==> src/sv/assert_macros.svh <==
// ---------------------------------------------------------------------------
// assert_macros.svh
// Concurrent assertion helpers; compiled out for synthesis.
// ---------------------------------------------------------------------------
`ifndef ASSERT_MACROS_SVH
`define ASSERT_MACROS_SVH

`ifndef SYNTHESIS
// Property must hold on every clock edge outside reset.
`define ASSERT_PROP(label, clk, rstn, prop) \
    label: assert property (@(posedge clk) disable iff (!(rstn)) (prop)) \
        else $error("assertion failed");
// Antecedent in a cycle implies consequent in the same cycle.
`define ASSERT_IMPLY(label, clk, rstn, ante, cons) \
    label: assert property (@(posedge clk) disable iff (!(rstn)) (ante) |-> (cons)) \
        else $error("assertion failed");
// Antecedent in a cycle implies consequent in the next cycle.
`define ASSERT_NEXT(label, clk, rstn, ante, cons) \
    label: assert property (@(posedge clk) disable iff (!(rstn)) (ante) |=> (cons)) \
        else $error("assertion failed");
`else
`define ASSERT_PROP(label, clk, rstn, prop)
`define ASSERT_IMPLY(label, clk, rstn, ante, cons)
`define ASSERT_NEXT(label, clk, rstn, ante, cons)
`endif

`endif

==> src/sv/lbfrs_pkg.sv <==
// ---------------------------------------------------------------------------
// lbfrs_pkg
// Shared types and constants of the bracket field run statistics block.
// ---------------------------------------------------------------------------
package lbfrs_pkg;

    localparam int BYTE_WIDTH = 8;
    localparam int SKIP_WIDTH = 6;
    localparam int OUT_WIDTH  = 32;

    localparam logic [SKIP_WIDTH-1:0] SKIP_RESET = 6'd15;
    localparam logic [BYTE_WIDTH-1:0] CHAR_LBRACKET = 8'h5B;
    localparam logic [BYTE_WIDTH-1:0] CHAR_SPACE    = 8'h20;
    localparam logic [BYTE_WIDTH-1:0] CHAR_TAB      = 8'h09;
    localparam logic [BYTE_WIDTH-1:0] CHAR_CR       = 8'h0D;
    localparam logic [BYTE_WIDTH-1:0] CHAR_ZERO     = 8'h30;
    localparam logic [BYTE_WIDTH-1:0] CHAR_NINE     = 8'h39;

    // Parser phase within one record
    typedef enum logic [1:0] {
        PH_IDLE,
        PH_SKIP,
        PH_SPACE,
        PH_NUMBER
    } phase_t;

    // Controller states
    typedef enum logic [2:0] {
        ST_RUN,
        ST_FINAL,
        ST_CLOSE,
        ST_START,
        ST_DIV,
        ST_LOAD
    } ctrl_state_t;

    typedef struct packed {
        logic byte_en;     // process the accepted byte
        logic final_take;  // close an open record at end of text
        logic close;       // close the final run
        logic div_start;   // launch average division
        logic load_out;    // load result register, clear statistics
    } cmd_t;

    typedef struct packed {
        logic div_busy;
        logic div_done;
        logic out_free;
    } sts_t;

endpackage

==> src/sv/lbfrs_div.sv <==
// ---------------------------------------------------------------------------
// lbfrs_div
// Restoring divider, one quotient bit per cycle.
// ---------------------------------------------------------------------------
module lbfrs_div #(
    parameter int WIDTH = 32
) (
    input  logic             aclk,
    input  logic             aresetn,
    input  logic             start,
    input  logic [WIDTH-1:0] dividend,
    input  logic [WIDTH-1:0] divisor,
    output logic [WIDTH-1:0] quotient,
    output logic             busy,
    output logic             done
);

    localparam int CNT_WIDTH = $clog2(WIDTH + 1);

    logic [WIDTH-1:0]     quo_reg, quo_next;
    logic [WIDTH-1:0]     rem_reg, rem_next;
    logic [WIDTH-1:0]     dsr_reg, dsr_next;
    logic [CNT_WIDTH-1:0] cnt_reg, cnt_next;
    logic                 busy_reg, busy_next;
    logic                 done_reg, done_next;
    logic [WIDTH:0]       shifted;
    logic                 ge;

    assign shifted = {rem_reg, quo_reg[WIDTH-1]};
    assign ge      = (shifted >= {1'b0, dsr_reg});

    always_comb begin
        quo_next  = quo_reg;
        rem_next  = rem_reg;
        dsr_next  = dsr_reg;
        cnt_next  = cnt_reg;
        busy_next = busy_reg;
        done_next = done_reg;
        if (start) begin
            quo_next  = dividend;
            rem_next  = '0;
            dsr_next  = divisor;
            cnt_next  = CNT_WIDTH'(WIDTH);
            busy_next = 1'b1;
            done_next = 1'b0;
        end else if (busy_reg) begin
            rem_next = ge ? WIDTH'(shifted - {1'b0, dsr_reg}) : shifted[WIDTH-1:0];
            quo_next = {quo_reg[WIDTH-2:0], ge};
            cnt_next = cnt_reg - 1'b1;
            if (cnt_reg == CNT_WIDTH'(1)) begin
                busy_next = 1'b0;
                done_next = 1'b1;
            end
        end
    end

    always_ff @(posedge aclk) begin
        if (!aresetn) begin
            busy_reg <= 1'b0;
            done_reg <= 1'b0;
            cnt_reg  <= '0;
        end else begin
            busy_reg <= busy_next;
            done_reg <= done_next;
            cnt_reg  <= cnt_next;
        end
        quo_reg <= quo_next;
        rem_reg <= rem_next;
        dsr_reg <= dsr_next;
    end

    assign quotient = quo_reg;
    assign busy     = busy_reg;
    assign done     = done_reg;

endmodule

==> src/sv/lbfrs_ctrl.sv <==
// ---------------------------------------------------------------------------
// lbfrs_ctrl
// Sequencer: byte streaming, end-of-text wrap-up, division, result load.
// ---------------------------------------------------------------------------
module lbfrs_ctrl
    import lbfrs_pkg::*;
(
    input  logic aclk,
    input  logic aresetn,
    input  logic s_tvalid,
    input  logic s_tlast,
    output logic s_tready,
    input  sts_t sts,
    output cmd_t cmd
);

    ctrl_state_t state_reg, state_next;

    always_ff @(posedge aclk) begin
        if (!aresetn) begin
            state_reg <= ST_RUN;
        end else begin
            state_reg <= state_next;
        end
    end

    always_comb begin
        state_next = state_reg;
        cmd        = '0;
        s_tready   = 1'b0;
        case (state_reg)
            ST_RUN: begin
                s_tready    = 1'b1;
                cmd.byte_en = s_tvalid;
                if (s_tvalid && s_tlast) begin
                    state_next = ST_FINAL;
                end
            end
            ST_FINAL: begin
                cmd.final_take = 1'b1;
                state_next     = ST_CLOSE;
            end
            ST_CLOSE: begin
                cmd.close  = 1'b1;
                state_next = ST_START;
            end
            ST_START: begin
                cmd.div_start = 1'b1;
                state_next    = ST_DIV;
            end
            ST_DIV: begin
                if (sts.div_done) begin
                    state_next = ST_LOAD;
                end
            end
            ST_LOAD: begin
                if (sts.out_free) begin
                    cmd.load_out = 1'b1;
                    state_next   = ST_RUN;
                end
            end
            default: begin
                state_next = ST_RUN;
            end
        endcase
    end

endmodule

==> src/sv/lbfrs_dp.sv <==
// ---------------------------------------------------------------------------
// lbfrs_dp
// Parser, run statistics, average divider and result register.
// ---------------------------------------------------------------------------
module lbfrs_dp
    import lbfrs_pkg::*;
#(
    parameter int VALUE_WIDTH = 16,
    parameter int COUNT_WIDTH = 32
) (
    input  logic                    aclk,
    input  logic                    aresetn,
    input  cmd_t                    cmd,
    output sts_t                    sts,
    input  logic                    cfg_wr_en,
    input  logic [SKIP_WIDTH-1:0]   cfg_wr_data,
    input  logic [BYTE_WIDTH-1:0]   text_byte,
    input  logic                    m_tready,
    output logic                    m_tvalid,
    output logic [2*OUT_WIDTH-1:0]  m_tdata,
    output logic                    m_tuser
);

    localparam logic [COUNT_WIDTH-1:0] COUNT_MAX = '1;
    localparam logic [VALUE_WIDTH-1:0] VALUE_MAX = '1;

    logic [SKIP_WIDTH-1:0]  skip_count_reg;
    phase_t                 phase_reg, phase_next;
    logic [SKIP_WIDTH-1:0]  skip_left_reg, skip_left_next;
    logic [VALUE_WIDTH-1:0] acc_reg, acc_next;
    logic [VALUE_WIDTH-1:0] prev_reg, prev_next;
    logic                   have_reg, have_next;
    logic [COUNT_WIDTH-1:0] cur_reg, cur_next;
    logic [COUNT_WIDTH-1:0] longest_reg, longest_next;
    logic [COUNT_WIDTH-1:0] total_reg, total_next;
    logic [COUNT_WIDTH-1:0] count_reg, count_next;

    logic [OUT_WIDTH-1:0]   avg_reg, max_reg;
    logic                   nrec_reg, m_valid_reg;

    logic                   is_space, is_digit, is_lbr;
    logic [VALUE_WIDTH+3:0] acc_x10;
    logic [VALUE_WIDTH+4:0] acc_sum;
    logic [VALUE_WIDTH-1:0] acc_sat;
    logic                   take, open, close_fire;
    logic [VALUE_WIDTH-1:0] take_val;
    logic [COUNT_WIDTH:0]   total_sum;

    logic [COUNT_WIDTH-1:0] quotient;
    logic                   div_busy, div_done;
    logic [OUT_WIDTH-1:0]   avg_sat, max_sat;

    // Byte classes
    assign is_space = (text_byte == CHAR_SPACE) ||
                      ((text_byte >= CHAR_TAB) && (text_byte <= CHAR_CR));
    assign is_digit = (text_byte >= CHAR_ZERO) && (text_byte <= CHAR_NINE);
    assign is_lbr   = (text_byte == CHAR_LBRACKET);

    // acc * 10 + digit, saturating
    assign acc_x10 = ({4'b0, acc_reg} << 3) + ({4'b0, acc_reg} << 1);
    assign acc_sum = {1'b0, acc_x10} + (VALUE_WIDTH+5)'(text_byte[3:0]);
    assign acc_sat = (|acc_sum[VALUE_WIDTH+4:VALUE_WIDTH]) ? VALUE_MAX
                                                            : acc_sum[VALUE_WIDTH-1:0];

    // Parser
    always_comb begin
        phase_next     = phase_reg;
        skip_left_next = skip_left_reg;
        acc_next       = acc_reg;
        take           = 1'b0;
        take_val       = '0;
        open           = 1'b0;
        if (cmd.byte_en) begin
            case (phase_reg)
                PH_IDLE: begin
                    open = is_lbr;
                end
                PH_SKIP: begin
                    skip_left_next = skip_left_reg - 1'b1;
                    if (skip_left_reg == SKIP_WIDTH'(1)) begin
                        phase_next = PH_SPACE;
                    end
                end
                PH_SPACE: begin
                    if (is_digit) begin
                        acc_next   = VALUE_WIDTH'(text_byte[3:0]);
                        phase_next = PH_NUMBER;
                    end else if (!is_space) begin
                        take = 1'b1;
                        open = is_lbr;  // terminator is handled again
                    end
                end
                PH_NUMBER: begin
                    if (is_digit) begin
                        acc_next = acc_sat;
                    end else begin
                        take     = 1'b1;
                        take_val = acc_reg;
                        open     = is_lbr;
                    end
                end
                default: ;
            endcase
        end
        if (cmd.final_take) begin
            case (phase_reg)
                PH_SKIP, PH_SPACE: take = 1'b1;
                PH_NUMBER: begin
                    take     = 1'b1;
                    take_val = acc_reg;
                end
                default: ;
            endcase
        end
        if (take) begin
            acc_next   = '0;
            phase_next = PH_IDLE;
        end
        if (open) begin
            skip_left_next = skip_count_reg;
            acc_next       = '0;
            phase_next     = (skip_count_reg == '0) ? PH_SPACE : PH_SKIP;
        end
        if (cmd.load_out) begin
            phase_next     = PH_IDLE;
            skip_left_next = '0;
            acc_next       = '0;
        end
    end

    // Run statistics
    assign close_fire = have_reg && ((take && (take_val != prev_reg)) || cmd.close);
    assign total_sum  = {1'b0, total_reg} + {1'b0, cur_reg};

    always_comb begin
        prev_next    = prev_reg;
        have_next    = have_reg;
        cur_next     = cur_reg;
        longest_next = longest_reg;
        total_next   = total_reg;
        count_next   = count_reg;
        if (close_fire) begin
            if (cur_reg > longest_reg) begin
                longest_next = cur_reg;
            end
            total_next = total_sum[COUNT_WIDTH] ? COUNT_MAX : total_sum[COUNT_WIDTH-1:0];
            count_next = (count_reg == COUNT_MAX) ? count_reg : count_reg + 1'b1;
        end
        if (take) begin
            if (have_reg && (take_val == prev_reg)) begin
                cur_next = (cur_reg == COUNT_MAX) ? cur_reg : cur_reg + 1'b1;
            end else begin
                cur_next = COUNT_WIDTH'(1);
            end
            have_next = 1'b1;
            prev_next = take_val;
        end
        if (cmd.load_out) begin
            prev_next    = '0;
            have_next    = 1'b0;
            cur_next     = '0;
            longest_next = '0;
            total_next   = '0;
            count_next   = '0;
        end
    end

    always_ff @(posedge aclk) begin
        if (!aresetn) begin
            skip_count_reg <= SKIP_RESET;
            phase_reg      <= PH_IDLE;
            skip_left_reg  <= '0;
            acc_reg        <= '0;
            prev_reg       <= '0;
            have_reg       <= 1'b0;
            cur_reg        <= '0;
            longest_reg    <= '0;
            total_reg      <= '0;
            count_reg      <= '0;
            m_valid_reg    <= 1'b0;
        end else begin
            if (cfg_wr_en) begin
                skip_count_reg <= cfg_wr_data;
            end
            phase_reg     <= phase_next;
            skip_left_reg <= skip_left_next;
            acc_reg       <= acc_next;
            prev_reg      <= prev_next;
            have_reg      <= have_next;
            cur_reg       <= cur_next;
            longest_reg   <= longest_next;
            total_reg     <= total_next;
            count_reg     <= count_next;
            if (cmd.load_out) begin
                m_valid_reg <= 1'b1;
            end else if (m_tready) begin
                m_valid_reg <= 1'b0;
            end
        end
        if (cmd.load_out) begin
            avg_reg  <= have_reg ? avg_sat : '0;
            max_reg  <= have_reg ? max_sat : '0;
            nrec_reg <= !have_reg;
        end
    end

    lbfrs_div #(
        .WIDTH (COUNT_WIDTH)
    ) u_div (
        .aclk     (aclk),
        .aresetn  (aresetn),
        .start    (cmd.div_start),
        .dividend (total_reg),
        .divisor  (count_reg),
        .quotient (quotient),
        .busy     (div_busy),
        .done     (div_done)
    );

    // Clamp or zero-extend counts to the 32-bit result fields
    generate
        if (COUNT_WIDTH > OUT_WIDTH) begin : g_clamp
            assign avg_sat = (|quotient[COUNT_WIDTH-1:OUT_WIDTH]) ? '1
                                                                 : quotient[OUT_WIDTH-1:0];
            assign max_sat = (|longest_reg[COUNT_WIDTH-1:OUT_WIDTH]) ? '1
                                                                    : longest_reg[OUT_WIDTH-1:0];
        end else begin : g_extend
            assign avg_sat = OUT_WIDTH'(quotient);
            assign max_sat = OUT_WIDTH'(longest_reg);
        end
    endgenerate

    assign sts.div_busy = div_busy;
    assign sts.div_done = div_done;
    assign sts.out_free = !m_valid_reg || m_tready;

    assign m_tvalid = m_valid_reg;
    assign m_tdata  = {max_reg, avg_reg};
    assign m_tuser  = nrec_reg;

endmodule

==> src/sv/log_bracket_field_run_stats.sv <==
// ---------------------------------------------------------------------------
// log_bracket_field_run_stats
// Bracketed decimal field extraction with run-length statistics.
// ---------------------------------------------------------------------------
// Log text enters one byte per beat. Each '[' outside skipped bytes opens a
// record: cfg skip_count bytes are dropped, whitespace is skipped, then a
// decimal number is read (saturating at 2^VALUE_WIDTH-1; no digits reads as
// 0). The byte ending a number is parsed again, so a '[' there opens the next
// record. Runs of equal consecutive values are tracked. The tlast beat closes
// any open record and the final run, then one result beat carries the
// truncated mean run length and the longest run; tuser flags a text without
// records (data then zero). Statistics clear after each result. Rate: one byte
// per cycle while parsing; a tlast beat then holds s_tready low through the
// record close, the run close, the bit-serial divider (one quotient bit per
// cycle) and any wait for the result register to drain. skip_count may be
// written any time the block is idle; it is sampled at each opening '['.
// ---------------------------------------------------------------------------
`include "assert_macros.svh"

module log_bracket_field_run_stats
    import lbfrs_pkg::*;
#(
    parameter int VALUE_WIDTH = 16,   // record value width, 4..32
    parameter int COUNT_WIDTH = 32    // run counter width, 8..48
) (
    input  logic                   aclk,
    input  logic                   aresetn,

    // Configuration: skip_count
    input  logic                   cfg_wr_en,
    input  logic [SKIP_WIDTH-1:0]  cfg_wr_data,

    // Text input
    input  logic                   s_tvalid,
    output logic                   s_tready,
    input  logic [BYTE_WIDTH-1:0]  s_tdata,   // [7:0] text_byte
    input  logic                   s_tlast,   // end_of_text

    // Result output
    output logic                   m_tvalid,
    input  logic                   m_tready,
    output logic [2*OUT_WIDTH-1:0] m_tdata,   // [31:0] average_per_slot,
                                              // [63:32] maximum_per_slot
    output logic                   m_tuser    // [0] no_records
);

    cmd_t cmd;   // controller -> datapath
    sts_t sts;   // datapath -> controller

    lbfrs_ctrl u_ctrl (
        .aclk     (aclk),
        .aresetn  (aresetn),
        .s_tvalid (s_tvalid),
        .s_tlast  (s_tlast),
        .s_tready (s_tready),
        .sts      (sts),
        .cmd      (cmd)
    );

    lbfrs_dp #(
        .VALUE_WIDTH (VALUE_WIDTH),
        .COUNT_WIDTH (COUNT_WIDTH)
    ) u_dp (
        .aclk        (aclk),
        .aresetn     (aresetn),
        .cmd         (cmd),
        .sts         (sts),
        .cfg_wr_en   (cfg_wr_en),
        .cfg_wr_data (cfg_wr_data),
        .text_byte   (s_tdata),
        .m_tready    (m_tready),
        .m_tvalid    (m_tvalid),
        .m_tdata     (m_tdata),
        .m_tuser     (m_tuser)
    );

    // No text beat is taken while the divider runs
    `ASSERT_IMPLY(a_no_accept_in_div, aclk, aresetn, sts.div_busy, !s_tready)
    // Wrap-up starts right after the tlast beat
    `ASSERT_NEXT(a_last_stalls, aclk, aresetn, s_tvalid && s_tready && s_tlast, !s_tready)
    // A new result only follows a finished division
    `ASSERT_IMPLY(a_result_after_div, aclk, aresetn, $rose(m_tvalid), $past(sts.div_done))
    // Empty text reports zero statistics
    `ASSERT_IMPLY(a_empty_zero, aclk, aresetn, m_tvalid && m_tuser, m_tdata == '0)

endmodule

==> config.mk <==
export PLATFORM = sky130hd
export DESIGN_NAME = log_bracket_field_run_stats
export DESIGN_NICKNAME = d
export VERILOG_FILES = /design/src/sv/lbfrs_pkg.sv /design/src/sv/lbfrs_div.sv /design/src/sv/lbfrs_ctrl.sv /design/src/sv/lbfrs_dp.sv /design/src/sv/log_bracket_field_run_stats.sv
export VERILOG_INCLUDE_DIRS = /design/src /design/src/sv
export SDC_FILE = /design/constraint.sdc
export NUM_CORES = 1
export LEC_CHECK = 0
export BUFFER_PORTS_ARGS = -buffer_cell sky130_fd_sc_hd__buf_2
export CAP_MARGIN = 20
export CORE_ASPECT_RATIO = 0.5
export CORE_MARGIN = 2
export CORE_UTILIZATION = 62
export CTS_CLUSTER_SIZE = 24
export DETAILED_ROUTE_END_ITERATION = 8
export PLACE_DENSITY = 0.77
export SYNTH_ARGS = -nofsm -noshare
export SYNTH_HDL_FRONTEND = slang
export SYNTH_SLANG_ARGS = --single-unit
==> constraint.sdc <==
create_clock -name aclk -period 5.7 [get_ports aclk]
set_input_delay 0.57 -clock aclk [delete_from_list [all_inputs] [get_ports aclk]]
set_output_delay 0.57 -clock aclk [all_outputs]
set_load 0.01 [all_outputs]
=== Word-level counts from Yosys, hierarchy flattened ===
Index checks and enable logic that the tools add are counted.

* $add $sub $neg: 8
* Order comparisons: 6
* Equal/unequal tests: 24
* Mux-type cells: 55
* Bitwise logic cells: 2
* Reduce and logical (&&, ||, !) cells: 34

{| class="wikitable"
|+ Operators by type and width
! cell !! count
|-
| two-way mux 32 bit || 6
|-
| two-way mux 16 bit || 8
|-
| adder 32 x 1 -> 32 bit (second input constant) || 2
|-
| == test 32 bit (second input constant) || 2
|-
| adder 32 x 32 -> 33 bit || 1
|-
| >= comparator 33 x 32 -> 1 bit || 1
|-
| > comparator 32 bit || 1
|-
| one-hot mux 16 bit (2 select lines) || 1
|-
| subtractor 32 bit || 1
|-
| two-way mux 6 bit || 5
|-
| two-way mux 1 bit || 22
|-
| adder 20 x 4 -> 21 bit || 1
|-
| adder 19 x 17 -> 20 bit || 1
|-
| one-hot mux 3 bit (6 select lines) || 1
|-
| == test 16 bit || 1
|-
| != test 16 bit || 1
|-
| == test 6 x 1 -> 1 bit (second input constant) || 2
|-
| two-way mux 2 bit || 6
|-
| subtractor 6 x 1 -> 6 bit (second input constant) || 2
|-
| AND reduction 2 bit || 5
|-
| nonzero test 2 bit || 5
|-
| two-way mux 3 bit || 3
|-
| == test 8 x 6 -> 1 bit (second input constant) || 1
|-
| == test 8 x 7 -> 1 bit (second input constant) || 1
|-
| 30 further kinds || 49
|}

* Register bits after elaboration: 348
* Output and inout bits: 67
* Logic and storage cells: 151

=== Depth between registers and ports, before layout ===
* Word-level depth: 13
* Gate-level depth with buffers: 15
* Depth with buffers taken out: 14

=== By module ===
Synthesis repeated with hierarchy kept, for this count alone.

* Cells, all modules: 2169
* Area, all modules: 19786.5 µm²

{| class="wikitable"
|+ By module, submodules not included
! module !! times used !! cells each !! area an instance (µm²) !! sequential area each (µm²)
|-
| lbfrs_dp || 1 || 1549 || 13656.8 || 5475.3
|-
| lbfrs_div || 1 || 597 || 5935.7 || 2722.6
|-
| lbfrs_ctrl || 1 || 23 || 193.9 || 60.1
|}

=== Worst setup path before layout ===
OpenSTA, ideal clock, no wires.

* Kind: register to register
* From: register u_ctrl.state_reg[0]
* To: register u_dp.cur_reg[10]
* Arrival: 4.710 ns
* Required time: 5.572 ns
* Setup slack: 0.863 ns
* Cell stages (with the launch flop): 9
* Buffers on the path: 3
* Path through: dfxtp_1 > clkbuf_1 > nand3b_1 > nor2_1 > nor2b_1 > clkbuf_1 > nand2_1 > clkbuf_1 > nor2_1

{| class="wikitable"
|+ RTL lines
! what !! RTL line !! source
|-
| start, declared || lbfrs_ctrl.sv:17 || <nowiki>ctrl_state_t state_reg, state_next;</nowiki>
|-
| start signal, assigned || lbfrs_ctrl.sv:23 || <nowiki>state_reg <= state_next;</nowiki>
|-
| end signal, assigned || lbfrs_dp.sv:190 || <nowiki>cur_reg <= cur_next;</nowiki>
|-
| end, declared || lbfrs_dp.sv:33 || <nowiki>logic [COUNT_WIDTH-1:0] cur_reg, cur_next;</nowiki>
|}

=== Worst setup path after layout ===
* From: register u_dp.acc_reg[0]
* To: register u_dp.acc_reg[2]

* Word-level cells in the longest chain between the ends: 6

{| class="wikitable"
|+ Ends and longest elaborated chain
! what !! RTL line !! source
|-
| start, declared || lbfrs_dp.sv:30 || <nowiki>logic [VALUE_WIDTH-1:0] acc_reg, acc_next;</nowiki>
|-
| start signal, assigned || lbfrs_dp.sv:187 || <nowiki>acc_reg <= acc_next;</nowiki>
|-
| adder 19 x 17 -> 20 bit (*) || lbfrs_dp.sv:60 || <nowiki>assign acc_x10 = ({4'b0, acc_reg} << 3) + ({4'b0, acc_reg} << 1);</nowiki>
|-
| adder 20 x 4 -> 21 bit (*) || lbfrs_dp.sv:61 || <nowiki>assign acc_sum = {1'b0, acc_x10} + (VALUE_WIDTH+5)'(text_byte[3:0]);</nowiki>
|-
| OR reduction 5 bit || lbfrs_dp.sv:62 || <nowiki>assign acc_sat = (|acc_sum[VALUE_WIDTH+4:VALUE_WIDTH]) ? VALUE_MAX</nowiki>
|-
| two-way mux 16 bit (*) || lbfrs_dp.sv:62 ||
|-
| two-way mux 16 bit (*) || lbfrs_dp.sv:94 || <nowiki>if (is_digit) begin</nowiki>
|-
| one-hot mux 16 bit (2 select lines) (*) || lbfrs_dp.sv:74 || <nowiki>case (phase_reg)</nowiki>
|}

Every way passes the cells marked *; elsewhere a longest branch is shown, timed or not. The select of a mux whose other input is x is not followed.
A chain may end at the register's enable or synchronous reset.

==> flow_summary.json <==
{
  "status": "complete, no violations",
  "rsz0062_at_grt": "false",
  "hpwl_um": 28000,
  "ys.flop_type": "dfxtp_1",
  "drt-initial-drc-count": 970,
  "yosysTopAreaCell": "dfxtp_1",
  "async_reset_ff_share_pct": 0,
  "ctsHoldBuffers": 0,
  "synthDistinctLibCells": 80,
  "critical_path_class": "reg -> reg",
  "placed_cells": 2473,
  "hold-path-endpoint": "u_dp.skip_count_reg[1]$_SDFFE_PN1P_",
  "crit_fanout": 8,
  "min_path_type": "in -> reg",
  "synth_top_area_share_pct": 23.3,
  "synth_seq_area_share_pct": 43.8,
  "routedWlPerCell_um": 16.1,
  "grt_overflow_total": 0,
  "setup_viol_count_final": 0,
  "grt_first_pass_wirelength_um": 67800,
  "synth_edf_count": 129,
  "grt_max_degree": 93,
  "power.leakage_uw": 0.00891,
  "vias_per_cell": 5.77,
  "cts_root_buf": "clkbuf_16",
  "clock.fmax_mhz": 243,
  "drt-total-wl_um": 40900,
  "powerDensity_nw_per_um2": 296,
  "track_usage_pct": 25.7,
  "drv_cap": 0,
  "core_sq_um": 30100,
  "r2r_slack_ps": 1590,
  "synthToLayoutAreaGrowth_pct": 9.63,
  "fin_crit_ps": 4110,
  "relSlewSlack_pct": 27.9,
  "ys_seq_elements": 348,
  "grt_use_met1_pct": 37.4,
  "antenna_found_initial": 0,
  "drc": 0,
  "cts.sinks": 348,
  "grtUsageMet3_pct": 3.50,
  "io_pins": 87,
  "first_pass_iters": 5,
  "insertion_delay_ps": 530,
  "post_cts_buffers": 0,
  "min_from": "cfg_wr_data[1]",
  "crit_path_top_delay_cell": "o21ai_1",
  "vias": 14600,
  "cp-start-kind": "register",
  "top_usage_layer": "met2",
  "clock_path_buffers": 3,
  "whs_path_depth": 3,
  "slew_violations": 0,
  "worst_path_largest_cell_delay_ps": 550,
  "syn_area_per_cell_sq_um": 9.13,
  "ys.warnings.count": 0,
  "post_synth_inst_count": 2062,
  "fin_skew_ps": 13.7,
  "gp_congestion": 0.869,
  "use_met2_pct": 41.2,
  "r2r_end": "u_dp.acc_reg[2]$_SDFFE_PP0P_",
  "peakVddDrop_v": 0.000177,
  "tightest_slew_ps": 1080,
  "cts_buffers": 34,
  "synth.area.top_cells": "dfxtp_1, edfxtp_1, ha_1, nand2_1, a21oi_1",
  "die_h_um": 127,
  "endpoint_kind": "register",
  "reg2reg_depth": 14,
  "post-route-period-util_pct": 72.1,
  "finalHoldViolCount": 0,
  "clk_transition_reported_paths_ps": 70,
  "hold_ws_ps": 258,
  "drive_above_1_share_pct": 8.80,
  "ctsHtreeMaxLevel": 2,
  "r2r-start": "u_dp.acc_reg[0]$_SDFFE_PP0P_",
  "fin_tns_setup_ps": 0,
  "dieArea_sq_um": 31900,
  "nNetsFinal": 2273,
  "start_util_pct": 62.5,
  "critical_path_required_ps": 6120,
  "diodes": 0,
  "grt_pass1_vias": 13600,
  "arrival_ps": 4530,
  "path_cells": "inv_1 -> fa_1 -> inv_1 -> fa_1 -> a21o_1 -> a21oi_1 -> o21ai_1 -> a41o_1 -> nor4_1 -> nor4_1 -> and3_1 -> o21ai_1 -> nor2_1 -> a221oi_1",
  "fp.dieW_um": 250,
  "ctsResizeCount": 0,
  "rows": 45,
  "cts_tree": "yes",
  "syn-num-nets": 2224,
  "antenna_left": 0,
  "stdcell_count": 2536,
  "netlist_area_sq_um": 18800,
  "numPortBuffers": 86
}
worst max-delay path, delay by kind of cell, from the launching register on:
family          cells  cell delay, ps
compound gates      6            1720
fa+ha+maj           2             950
buf+inv             2             160
flops               1             400
simple gates        4             760
how the worst max path moves through the flow:
stage               cells past startpoint                        startpoint                       endpoint  slack (ps)
finish                                 14      u_dp.acc_reg[0]$_SDFFE_PP0P_   u_dp.acc_reg[2]$_SDFFE_PP0P_        1590
global route                           14      u_dp.acc_reg[0]$_SDFFE_PP0P_   u_dp.acc_reg[2]$_SDFFE_PP0P_        1260
CTS                                    14      u_dp.acc_reg[0]$_SDFFE_PP0P_   u_dp.acc_reg[2]$_SDFFE_PP0P_        1610
detailed placement                     15                        s_tdata[3]   u_dp.acc_reg[2]$_SDFFE_PP0P_        1360
global placement                       15                        s_tdata[3]   u_dp.acc_reg[1]$_SDFFE_PP0P_        1510
floorplan                               8  u_ctrl.state_reg[0]$_SDFFE_PN0P_  u_dp.cur_reg[10]$_SDFFE_PP0P_         860
cells by family (layout without fill, tap and decap cells):
family                   count (synthesis)  in the layout  synth area share, %
AO/OA/AOI/OAI                          461            461                 15.4
adder cells (fa/ha/maj)                142            142                 9.59
XOR/XNOR                               135            135                 6.28
flip-flops                             348            348                 43.8
buffers and inverters                  201            276                 4.18
AND/OR/NAND/NOR                        736            736                 18.6
multiplexers                            39             39                 2.07
metal layers:
metal | vias up | part of all wire [%]
li1 | 7391 | -
met1 | 6922 | 50
met2 | 265 | 44
met3 | 47 | 4.4
met4 | 0 | 1.5
met5 | - | 0
cell type report:
| type | count | area [sq um] |
|---|---|---|
| multi-input cells | 1513 | 9830 |
| fillers | 2395 | 9470 |
| flip-flops and latches | 348 | 8260 |
| clock buffers | 44 | 962 |
| repair buffers | 100 | 548 |
| well taps | 399 | 499 |
| inverters | 114 | 428 |
| clock inverters | 18 | 126 |
where the power goes:
part	switching [uW]	internal, uW	total (uW)
clock	985	1250	2230
sequential	120	2710	2830
combinational	582	461	1040
cell usage after synthesis (all sizes together), types with 14 or more instances:
library cell  instances
nor2b                18
o21a                 16
xor2                 69
nor2                194
mux2i                39
buf                  21
nand2b               14
and3                 21
nand4                30
edfxtp              129
a31oi                14
o21ai               126
inv                 113
a21o                 39
clkbuf               66
or3                  16
a211oi               33
nand2               222
a21oi               145
ha                  138
nor4                 17
nor3                 31
and2                 52
dfxtp               219
xnor2                66
nand3                90
cells in the final DEF, fill, tap and decap left out, types with 14 or more instances in the layout:
cell type	n
nand4_1	29
ha_1	138
nor2_1	191
o21a_1	14
or3_1	16
nand2_1	221
xnor2_1	66
and2_1	52
nand3_1	89
nor4_1	16
o21ai_0	113
nor3_1	30
dfxtp_1	218
a21oi_1	145
xor2_1	69
and3_1	21
mux2i_1	39
inv_1	110
nor2b_1	17
a211oi_1	32
buf_2	86
clkbuf_16	37
a21o_1	39
nand2b_1	14
edfxtp_1	129
through the flow:
stage	area [sq um]	power [uW]	worst slack (ps)	utilization [%]
global route	20600	6400	1260	68.5
finish	20600	6100	1590	68.5
CTS	20600	6130	1610	68.5
floorplan	18800	3710	863	-
detailed placement	19500	3910	1360	64.9
global placement	19500	3880	1510	64.9
No activity file was read; power rests on OpenSTA's default activity.
